## src/rtl/crc8d_pkg.sv

```systemverilog
// ----------------------------------------------------------------------------
// crc8d_pkg
// Shared constants, phase and status codes and the CRC-8 step for the deframer.
// ----------------------------------------------------------------------------
package crc8d_pkg;

  localparam int MAX_PAYLOAD = 32;
  localparam int ADDR_W      = $clog2(MAX_PAYLOAD);
  localparam int CNT_W       = $clog2(MAX_PAYLOAD + 1);

  localparam logic [7:0] LEN_MIN = 8'd2;
  localparam logic [7:0] LEN_MAX = 8'(MAX_PAYLOAD + 2);

  localparam logic [7:0] CRC_POLY = 8'h07;

  localparam logic [7:0] MAGIC_FIRST_RST  = 8'd35;
  localparam logic [7:0] MAGIC_SECOND_RST = 8'd64;
  localparam logic [7:0] MAGIC_THIRD_RST  = 8'd33;

  localparam logic [1:0] REG_MAGIC_FIRST  = 2'd0;
  localparam logic [1:0] REG_MAGIC_SECOND = 2'd1;
  localparam logic [1:0] REG_MAGIC_THIRD  = 2'd2;

  localparam logic [2:0] PH_HUNT    = 3'd0;
  localparam logic [2:0] PH_SECOND  = 3'd1;
  localparam logic [2:0] PH_THIRD   = 3'd2;
  localparam logic [2:0] PH_LENGTH  = 3'd3;
  localparam logic [2:0] PH_PAYLOAD = 3'd4;
  localparam logic [2:0] PH_CRC     = 3'd5;

  localparam logic [1:0] ST_DATA   = 2'd0;
  localparam logic [1:0] ST_EMPTY  = 2'd1;
  localparam logic [1:0] ST_CRCERR = 2'd2;
  localparam logic [1:0] ST_LENERR = 2'd3;

  typedef logic [7:0] byte_t;

  function automatic byte_t crc8_update(input byte_t crc, input byte_t b);
    byte_t c;
    c = crc ^ b;
    for (int k = 0; k < 8; k++) begin
      if (c[7]) begin
        c = {c[6:0], 1'b0} ^ CRC_POLY;
      end else begin
        c = {c[6:0], 1'b0};
      end
    end
    return c;
  endfunction

endpackage

```

## src/rtl/crc8_packet_deframer.sv

```systemverilog
// ----------------------------------------------------------------------------
// crc8_packet_deframer
// Marker/length/CRC-8 packet deframer with payload buffered in a RAM.
// A status result is registered, in the cycle after the byte that causes it;
// the first payload byte follows the CRC byte via RAM read and output regs.
// Framing takes 1 byte per cycle unless the output stalls; draining gives 1
// payload byte per unstalled cycle via the RAM read register, input held off.
// Reset: synchronous active-low, clears control state and restores markers.
// ----------------------------------------------------------------------------
module crc8_packet_deframer
  import crc8d_pkg::*;
(
  input  logic        clk,
  input  logic        rst_n,
  input  logic        cfg_we,
  input  logic [1:0]  cfg_index,
  input  logic [7:0]  cfg_wdata,
  input  logic        in_valid,
  output logic        in_stall,
  input  logic [7:0]  in_rx_byte,
  output logic        out_valid,
  input  logic        out_stall,
  output logic [7:0]  out_byte,
  output logic [1:0]  out_status,
  output logic        out_last
);

  logic [7:0]       magic1_r, magic2_r, magic3_r;
  logic [2:0]       phase_r, phase_nxt;
  logic [7:0]       crc_r, crc_nxt;
  logic [CNT_W-1:0] need_r, need_nxt;
  logic [CNT_W-1:0] cnt_r, cnt_nxt;
  logic             drain_r, drain_nxt;
  logic             data_ok_r, data_ok_nxt;
  logic [CNT_W-1:0] rd_idx_r, rd_idx_nxt;
  logic             out_valid_r, out_valid_nxt;
  logic [7:0]       out_byte_r, out_byte_nxt;
  logic [1:0]       out_status_r, out_status_nxt;
  logic             out_last_r, out_last_nxt;

  logic              in_fire;
  logic              out_free;
  logic [7:0]        crc_step;
  logic [7:0]        crc_first;
  logic              ram_we;
  logic              ram_rd_en;
  logic [ADDR_W-1:0] ram_rd_addr;
  logic [7:0]        ram_rd_data;
  logic [CNT_W-1:0]  idx_inc;

  assign out_free  = !out_valid_r || !out_stall;
  assign in_stall  = drain_r || (out_valid_r && out_stall);
  assign in_fire   = in_valid && !in_stall;
  assign crc_step  = crc8_update(crc_r, in_rx_byte);
  assign crc_first = crc8_update(8'd0, in_rx_byte);
  assign idx_inc   = rd_idx_r + CNT_W'(1);

  crc8d_ram #(
    .WIDTH (8),
    .DEPTH (MAX_PAYLOAD)
  ) u_store (
    .clk     (clk),
    .we      (ram_we),
    .wr_addr (cnt_r[ADDR_W-1:0]),
    .wr_data (in_rx_byte),
    .rd_en   (ram_rd_en),
    .rd_addr (ram_rd_addr),
    .rd_data (ram_rd_data)
  );

  always_comb begin
    phase_nxt      = phase_r;
    crc_nxt        = crc_r;
    need_nxt       = need_r;
    cnt_nxt        = cnt_r;
    drain_nxt      = drain_r;
    data_ok_nxt    = data_ok_r;
    rd_idx_nxt     = rd_idx_r;
    out_valid_nxt  = out_valid_r && out_stall;
    out_byte_nxt   = out_byte_r;
    out_status_nxt = out_status_r;
    out_last_nxt   = out_last_r;
    ram_we         = 1'b0;
    ram_rd_en      = 1'b0;
    ram_rd_addr    = rd_idx_r[ADDR_W-1:0];

    if (in_fire) begin
      unique case (phase_r)
        PH_SECOND, PH_THIRD: begin
          if ((phase_r == PH_SECOND && in_rx_byte == magic2_r) ||
              (phase_r == PH_THIRD && in_rx_byte == magic3_r)) begin
            crc_nxt   = crc_step;
            phase_nxt = (phase_r == PH_SECOND) ? PH_THIRD : PH_LENGTH;
          end else if (in_rx_byte == magic1_r) begin
            crc_nxt   = crc_first;
            phase_nxt = PH_SECOND;
          end else begin
            crc_nxt   = 8'd0;
            phase_nxt = PH_HUNT;
          end
        end
        PH_LENGTH: begin
          cnt_nxt = '0;
          if (in_rx_byte < LEN_MIN || in_rx_byte > LEN_MAX) begin
            out_valid_nxt  = 1'b1;
            out_byte_nxt   = 8'd0;
            out_status_nxt = ST_LENERR;
            out_last_nxt   = 1'b1;
            crc_nxt        = 8'd0;
            phase_nxt      = PH_HUNT;
          end else begin
            crc_nxt   = crc_step;
            need_nxt  = CNT_W'(in_rx_byte - LEN_MIN);
            phase_nxt = (in_rx_byte == LEN_MIN) ? PH_CRC : PH_PAYLOAD;
          end
        end
        PH_PAYLOAD: begin
          ram_we  = 1'b1;
          crc_nxt = crc_step;
          cnt_nxt = cnt_r + CNT_W'(1);
          if (cnt_r + CNT_W'(1) >= need_r) begin
            phase_nxt = PH_CRC;
          end
        end
        PH_CRC: begin
          crc_nxt   = 8'd0;
          phase_nxt = PH_HUNT;
          if (in_rx_byte != crc_r) begin
            out_valid_nxt  = 1'b1;
            out_byte_nxt   = 8'd0;
            out_status_nxt = ST_CRCERR;
            out_last_nxt   = 1'b1;
          end else if (need_r == '0) begin
            out_valid_nxt  = 1'b1;
            out_byte_nxt   = 8'd0;
            out_status_nxt = ST_EMPTY;
            out_last_nxt   = 1'b1;
          end else begin
            drain_nxt   = 1'b1;
            data_ok_nxt = 1'b1;
            rd_idx_nxt  = '0;
            ram_rd_en   = 1'b1;
            ram_rd_addr = '0;
          end
        end
        default: begin
          if (in_rx_byte == magic1_r) begin
            crc_nxt   = crc_first;
            phase_nxt = PH_SECOND;
          end else begin
            crc_nxt   = 8'd0;
            phase_nxt = PH_HUNT;
          end
        end
      endcase
    end

    // payload drain from the store
    if (drain_r && data_ok_r && out_free) begin
      out_valid_nxt  = 1'b1;
      out_byte_nxt   = ram_rd_data;
      out_status_nxt = ST_DATA;
      out_last_nxt   = (idx_inc == need_r);
      if (idx_inc == need_r) begin
        drain_nxt   = 1'b0;
        data_ok_nxt = 1'b0;
      end else begin
        ram_rd_en   = 1'b1;
        ram_rd_addr = idx_inc[ADDR_W-1:0];
        rd_idx_nxt  = idx_inc;
      end
    end
  end

  always_ff @(posedge clk) begin
    if (!rst_n) begin
      magic1_r    <= MAGIC_FIRST_RST;
      magic2_r    <= MAGIC_SECOND_RST;
      magic3_r    <= MAGIC_THIRD_RST;
      phase_r     <= PH_HUNT;
      crc_r       <= 8'd0;
      need_r      <= '0;
      cnt_r       <= '0;
      drain_r     <= 1'b0;
      data_ok_r   <= 1'b0;
      rd_idx_r    <= '0;
      out_valid_r <= 1'b0;
    end else begin
      if (cfg_we) begin
        unique case (cfg_index)
          REG_MAGIC_FIRST:  magic1_r <= cfg_wdata;
          REG_MAGIC_SECOND: magic2_r <= cfg_wdata;
          REG_MAGIC_THIRD:  magic3_r <= cfg_wdata;
          default: begin
          end
        endcase
      end
      phase_r     <= phase_nxt;
      crc_r       <= crc_nxt;
      need_r      <= need_nxt;
      cnt_r       <= cnt_nxt;
      drain_r     <= drain_nxt;
      data_ok_r   <= data_ok_nxt;
      rd_idx_r    <= rd_idx_nxt;
      out_valid_r <= out_valid_nxt;
    end
  end

  always_ff @(posedge clk) begin
    out_byte_r   <= out_byte_nxt;
    out_status_r <= out_status_nxt;
    out_last_r   <= out_last_nxt;
  end

  assign out_valid  = out_valid_r;
  assign out_byte   = out_byte_r;
  assign out_status = out_status_r;
  assign out_last   = out_last_r;

  a_no_accept_in_drain: assert property (@(posedge clk) disable iff (!rst_n)
    drain_r |-> !in_fire)
    else $error("request accepted while draining payload");

  a_drain_index: assert property (@(posedge clk) disable iff (!rst_n)
    drain_r |-> (rd_idx_r < need_r))
    else $error("drain index beyond packet length");

  a_store_bound: assert property (@(posedge clk) disable iff (!rst_n)
    (phase_r == PH_PAYLOAD) |-> (cnt_r < need_r))
    else $error("payload count beyond packet length");

  a_status_last: assert property (@(posedge clk) disable iff (!rst_n)
    (out_valid_r && out_status_r != ST_DATA) |-> (out_last_r && out_byte_r == 8'd0))
    else $error("status result without last mark or with nonzero byte");

endmodule

```

## src/rtl/crc8d_ram.sv

```systemverilog
// ----------------------------------------------------------------------------
// crc8d_ram
// Generic simple dual-port RAM, one write port and one registered read port.
// ----------------------------------------------------------------------------
module crc8d_ram #(
  parameter int WIDTH = 8,
  parameter int DEPTH = 32
) (
  input  logic                     clk,
  input  logic                     we,
  input  logic [$clog2(DEPTH)-1:0] wr_addr,
  input  logic [WIDTH-1:0]         wr_data,
  input  logic                     rd_en,
  input  logic [$clog2(DEPTH)-1:0] rd_addr,
  output logic [WIDTH-1:0]         rd_data
);

  logic [WIDTH-1:0] mem_r [DEPTH];
  logic [WIDTH-1:0] rd_data_r;

  always_ff @(posedge clk) begin
    if (we) begin
      mem_r[wr_addr] <= wr_data;
    end
    if (rd_en) begin
      rd_data_r <= mem_r[rd_addr];
    end
  end

  assign rd_data = rd_data_r;

endmodule

```

## config.mk

```make
export PLATFORM = sky130hd
export DESIGN_NAME = crc8_packet_deframer
export DESIGN_NICKNAME = d
export VERILOG_FILES = /design/src/rtl/crc8d_pkg.sv /design/src/rtl/crc8_packet_deframer.sv /design/src/rtl/crc8d_ram.sv
export SDC_FILE = /design/constraint.sdc
export NUM_CORES = 1
export LEC_CHECK = 0
export BUFFER_PORTS_ARGS = -buffer_cell sky130_fd_sc_hd__buf_4
export CAP_MARGIN = 20
export CORE_ASPECT_RATIO = 0.7
export CORE_MARGIN = 8
export CORE_UTILIZATION = 40
export DETAILED_ROUTE_END_ITERATION = 8
export GPL_TIMING_DRIVEN = 0
export SETUP_SLACK_MARGIN = 0.4
export SYNTH_ARGS = -nofsm -noshare
export SYNTH_HDL_FRONTEND = slang
export SYNTH_HIERARCHICAL = 1
export SYNTH_SLANG_ARGS = --single-unit
```

## constraint.sdc

```tcl
create_clock -name clk -period 5.3 [get_ports clk]
set_clock_uncertainty 0.1 [all_clocks]
set_input_delay 0.53 -clock clk [delete_from_list [all_inputs] [get_ports clk]]
set_output_delay 0.53 -clock clk [all_outputs]
set_load 0.02 [all_outputs]
```

; ---- Word-level counts from Yosys, hierarchy flattened
; Memories as Yosys holds them, arrays and structs flattened. A register that Yosys moved wholly into a read port is not among the register bits.
; Index checks and enable logic that the tools add are counted.
[totals]
ram_bits = 256
n_memories = 1
latchBits = 0
input_bits = 23
wordCells = 169
reg_bits = 67
out_inout_bits = 13
rom_bits = 0
[op_classes]
addsub = 3
n_shift = 0
bitwise_logic = 18
n_reduce_logical = 28
mul = 0
n_div = 0
magnitude_cmp = 3
n_mux = 84
n_eq_ne = 18
[mem_list]
columns = name, words, width, rd, rd_clocked_by_memory_dff, write_ports, line_no
row1 = u_store.mem_r, 32, 8, 1, 1, 1, crc8d_ram.sv:18  ; logic [WIDTH-1:0] mem_r [DEPTH];
[ops]
columns = cell, n
row1 = 8-bit 2-to-1 mux, 8
row2 = 3-bit 2-to-1 mux, 18
row3 = 3-bit NOT, 16
row4 = 6-bit 2-to-1 mux, 6
row5 = 1-bit 2-to-1 mux, 35
row6 = 8-bit case mux with 4 select lines, 1
row7 = 5-bit 2-to-1 mux, 6
row8 = 8-bit == test, 3
row9 = 8-bit case mux with 2 select lines, 1
row10 = 6-bit by 1-bit adder with 6-bit output (second input constant), 2
row11 = 3-bit case mux with 4 select lines, 1
row12 = 6-bit case mux with 2 select lines, 1
row13 = 2-bit AND reduction, 5
row14 = 8-bit by 2-bit == test with 1-bit output (second input constant), 1
row15 = 8-bit by 6-bit > comparator with 1-bit output (second input constant), 1
row16 = 8-bit by 2-bit less-than comparator with 1-bit output (second input constant), 1
row17 = 2-bit 2-to-1 mux, 4
row18 = 8-bit != test, 1
row19 = 4-bit AND reduction, 2
row20 = 8-bit XOR, 1
row21 = 3-bit by 2-bit == test with 1-bit output (second input constant), 2
row22 = 3-bit == test (second input constant), 2
row23 = 6-bit == test, 1
row24 = 6-bit greater-or-equal comparator, 1
row25 = other kinds (19), 34

; ---- Logic depth before layout (Yosys ltp)
[depth]
word_depth = 19
ltp_mapped = 14
ltp_nobuf = 10

; ---- Hierarchy
; Netlist, hierarchy kept.
[by_module_without_submodules]
columns = mod, seq_area_each_um2, n_inst, area_each_um2, cells_per_inst
row1 = crc8d_ram, 7927.6, 1, 10133.5, 417
row2 = crc8_packet_deframer, 1431.4, 1, 4098.9, 447

; ---- Worst setup path before layout
; OpenSTA, ideal clock, no wires.
[synth_timing]
path_kind = input to register
start = in in_rx_byte[3]
end = reg u_store.rd_data_r[0] (netlist: u_store/rd_data[0]) (read register of u_store.mem_r), data pin
slack_ps = 1026
path_stages = 14
arrival_ps = 3914
required_ps = 4940
path_buffers = 4
setup_ps = 260
path_cell_list = buf_2 > xnor2_1 > ha_1 > and3_1 > nand3_1 > nor4b_1 > or2_1 > buf_2 > mux2i_1 > buf_6 > buf_4 > mux4_2 > mux4_2 > mux2_2
[synth_via]
elab_chain_len = 6
elab_cells_between_ends = 11
cone_classes = 1 x eq/ne / 10 x mux
[synth_rtl]
columns = element, line_no
row1 = "start, declared", crc8_packet_deframer.sv:20  ; input logic [7:0] in_rx_byte,
row2 = 8-bit != test *, crc8_packet_deframer.sv:128  ; if (in_rx_byte != crc_r) begin
row3 = 1-bit 2-to-1 mux *, crc8_packet_deframer.sv:128
row4 = 1-bit 2-to-1 mux *, crc8_packet_deframer.sv:88  ; unique case (phase_r)
row5 = 1-bit 2-to-1 mux *, crc8_packet_deframer.sv:87  ; if (in_fire) begin
row6 = 1-bit 2-to-1 mux, crc8_packet_deframer.sv:164  ; if (idx_inc == need_r) begin
row7 = 1-bit 2-to-1 mux *, crc8_packet_deframer.sv:159  ; if (drain_r && data_ok_r && out_free) begin
row8 = named net ram_rd_en, crc8_packet_deframer.sv:46  ; logic ram_rd_en;
row9 = "end, declared", crc8d_ram.sv:19  ; logic [WIDTH-1:0] rd_data_r;
; Mark *: on every way through the listed nets, which the timed path passes. The rest lies on a longest branch.
; A chain may end at the register's enable or synchronous reset.

; ---- Final worst setup path
[layout_timing]
start = in in_rx_byte[4]
end = reg u_store.rd_data_r[4] (netlist: u_store/rd_data[4]) (read register of u_store.mem_r), data pin
; Same word-level chain as after synthesis.

==> results.json <==
{
  "status": "finished, final reports clean",
  "min_path_type": "in -> reg",
  "clock-sinks": 331,
  "core_um2": 34900,
  "synth-xor-area-share_pct": 4.70,
  "fill_cells": 3013,
  "cp-end-kind": "flop",
  "finalWeightedCongestion": 0.816,
  "ys_seq_area_share_pct": 65.8,
  "routed_wl_mm": 32.7,
  "fin_crit_ns": 4.68,
  "crit_type": "in -> reg",
  "synth_top_cell_by_area": "edfxtp_1",
  "antenna_found_initial": 0,
  "drive_gt1_share_pct": 22.3,
  "rrSetupSlack_ns": 0.79,
  "layoutNonFillerInstCount": 1433,
  "start_util_pct": 40.8,
  "path_clk_slew_ns": 0.06,
  "clock_path_buffers": 3,
  "die_w_um": 241,
  "synthCells": 864,
  "worst_slew_margin_rel_pct": 36.3,
  "drv_cap": 0,
  "ys_types": 60,
  "r2r_cells": 13,
  "io_buffers": 35,
  "drt_iter0_drc": 716,
  "rsz0062_at_grt": "false",
  "dieArea_um2": 42000,
  "synth_top_area_share_pct": 57.6,
  "synth-edff-count": 273,
  "layout_worst_path_cycle_share_pct": 88.3,
  "cts_root_buf": "clkbuf_16",
  "synth_warnings": 6,
  "grt_pass1_wl_mm": 49.1,
  "synth-compound-area-share_pct": 3.55,
  "wl_per_cell_um": 22.8,
  "r2r_end": "u_store/rd_data[4]$_DFFE_PP_",
  "via_per_inst": 5.41,
  "synthTopCellsByArea": "edfxtp_1 (58%), mux4_2 (13%), dfxtp_1 (8.2%)",
  "synth_top_family_by_area": "multiplexers",
  "setup_viol": 0,
  "postLayoutCoreUtil_pct": 46.4,
  "place_inst": 1371,
  "startpoint_type": "input port",
  "reg2reg_from": "rd_idx_r[0]$_SDFF_PN0_",
  "synthMuxAreaShare_pct": 15.3,
  "async_flop_share_pct": 0,
  "syn_area_um2": 14200,
  "finalHoldViolations": 0,
  "hold_end": "magic1_r[1]$_SDFFE_PN1P_",
  "synth_fa_ha_area_share_pct": 2.11,
  "cp.arrival_ns": 4.85,
  "hold_start": "cfg_wdata[1]",
  "drc": 0,
  "numCtsBuffers": 35,
  "dpl.hpwl_mm": 22.4,
  "hold_depth": 3,
  "synth_area_per_cell_um2": 16.5,
  "grt_pass1_vias": 7611,
  "ys_ff_latch": 331,
  "p_per_area_nw_per_um2": 335,
  "dr.pass1.iters": 5,
  "fmax_ghz": 0.214,
  "insertion_delay_ns": 0.53,
  "holdWs_ns": 0.144,
  "gr-total-overflow": 0,
  "rows": 57,
  "tritoncts": "built",
  "yosys_most_used_dff": "edfxtp_1",
  "nNetsFinal": 983,
  "drtAntennaViolNets": 0,
  "fp.dieH_um": 174,
  "grt_max_degree": 37,
  "leakage_uw": 0.00534,
  "worstPathRequired_ns": 5.46,
  "synthSimpleGateAreaFrac_pct": 6.12,
  "num_antenna_cells": 0,
  "track_usage_pct": 15.6,
  "crit_fanout": 34,
  "num_vias": 7753,
  "synthToLayoutAreaGrowth_pct": 13.7,
  "io_pins": 36,
  "synth_nets": 911,
  "slew_violations": 0,
  "cts_htree_levels": 2,
  "tightest_slew_ns": 0.952,
  "ir_worst_vdd_mv": 0.202
}
-- synth_stat cells, drive strengths merged (6+ instances only) --
cell and number:
a211oi 7, a21oi 19, a221oi 6, and2 14, and3 6, buf 28
clkbuf 19, dfxtp 58, edfxtp 273, ha 24, inv 25, mux2 10
mux2i 27, mux4 80, nand2 16, nand3 16, nand3b 8, nor2 76
nor3 12, nor4 6, o21ai 20, xnor2 44, xor2 23
-- sequential cells by signal (all words and copies together), names as in the netlist --
signal           cells
cnt_r                6
crc_r                8
data_ok_r            1
drain_r              1
magic1_r             8
magic2_r             8
magic3_r             8
need_r               6
out_byte             8
out_last             1
out_status           2
out_valid            1
phase_r              3
rd_idx_r             6
u_store/mem_r      256
u_store/rd_data      8
-- timing repair --
action                                  in CTS  in global routing
endpoints found under the setup margin       8                  8
setup buffers                                0                  0
gates resized for setup                      8                  7
hold buffers                                 0                  0
-- worst max-delay path, cell delays in order --
cell	delay, ns
buf_4	0.32
buf_2	0.30
xnor2_1	0.24
ha_1	0.23
and3_1	0.20
nand3_1	0.16
nor4b_4	0.42
or2_1	0.15
buf_2	0.29
o21ai_0	0.13
clkbuf_2	0.27
buf_2	0.30
mux4_2	0.40
mux4_2	0.52
mux2_2	0.31
-- cells by family (layout without fill, tap and decap cells) --
kind of cell    count (synthesis)  in the layout
simple gates                  173            173
buf+inv                        72            169
fa+ha+maj                      24             24
compound gates                 77             77
xor+xnor                       70             70
flops                         331            331
mux                           117            117
-- layout by cell type, fill, tap and decap left out, types with 6 or more instances in the layout --
master	n
o21ai_0	18
nor3_1	11
dfxtp_1	58
xor2_1	23
inv_1	24
mux2i_1	27
buf_2	12
clkbuf_16	37
a221oi_1	6
a211oi_1	7
buf_4	42
nand3b_1	8
xnor2_1	42
clkinv_1	9
mux2_2	9
and2_1	13
mux4_2	80
ha_1	24
a21oi_1	18
edfxtp_1	273
clkbuf_1	22
nand3_1	16
nand2_1	16
nor2_1	76
-- routing by layer --
metal	vias to the layer above	part of all wire (%)	track usage [%]
met2	217	40	20.4
met4	0	1.5	3.34
li1	3483	-	-
met1	4015	51	25.2
met3	38	7.7	3.95
met5	-	0	0
-- per-stage QoR --
step                      setup slack [ns]  TNS, ns  instance area (µm²)  total power (µW)
after floorplan                       1.03        0                14200              3060
after global placement              -0.631    -4.69                15100              3160
after detailed placement            -0.607    -4.52                15100              3160
after CTS                            0.425        0                16200              5470
after global routing                 0.405        0                16200              5600
final                                0.619        0                16200              5420
-- area by class of cell --
cell class | count | area (µm²) | area share (%)
clock buffers | 45 | 956 | 5.91
inverters | 25 | 93.8 | 0.580
multi-input cells | 461 | 4550 | 28.1
repair buffers | 35 | 267 | 1.65
flip-flops and latches | 331 | 9360 | 57.8
plain buffers | 47 | 263 | 1.62
clock inverters | 17 | 109 | 0.673
well taps | 472 | 591 | 3.65
-- report_power, final --
group,leakage (µW),internal [µW],switching (µW)
registers,0.00293,2830,13.6
logic,0.00189,106,157
clock network,0.000518,1320,988
total,0.00534,4260,1160
-- how the worst max path moves through the flow --
stage | cells after the start | slack, ns | startpoint | endpoint
2_1_floorplan | 14 | 1.03 | in_rx_byte[3] | u_store/rd_data[0]$_DFFE_PP_
3_3_place_gp | 15 | -0.63 | in_rx_byte[3] | u_store/rd_data[4]$_DFFE_PP_
3_5_place_dp | 15 | -0.61 | in_rx_byte[3] | u_store/rd_data[4]$_DFFE_PP_
4_1_cts | 15 | 0.43 | in_rx_byte[3] | u_store/rd_data[4]$_DFFE_PP_
5_1_grt | 15 | 0.40 | in_rx_byte[3] | u_store/rd_data[4]$_DFFE_PP_
6_report | 15 | 0.62 | in_rx_byte[4] | u_store/rd_data[4]$_DFFE_PP_
Note: power is estimated with default switching activity, not from simulation.
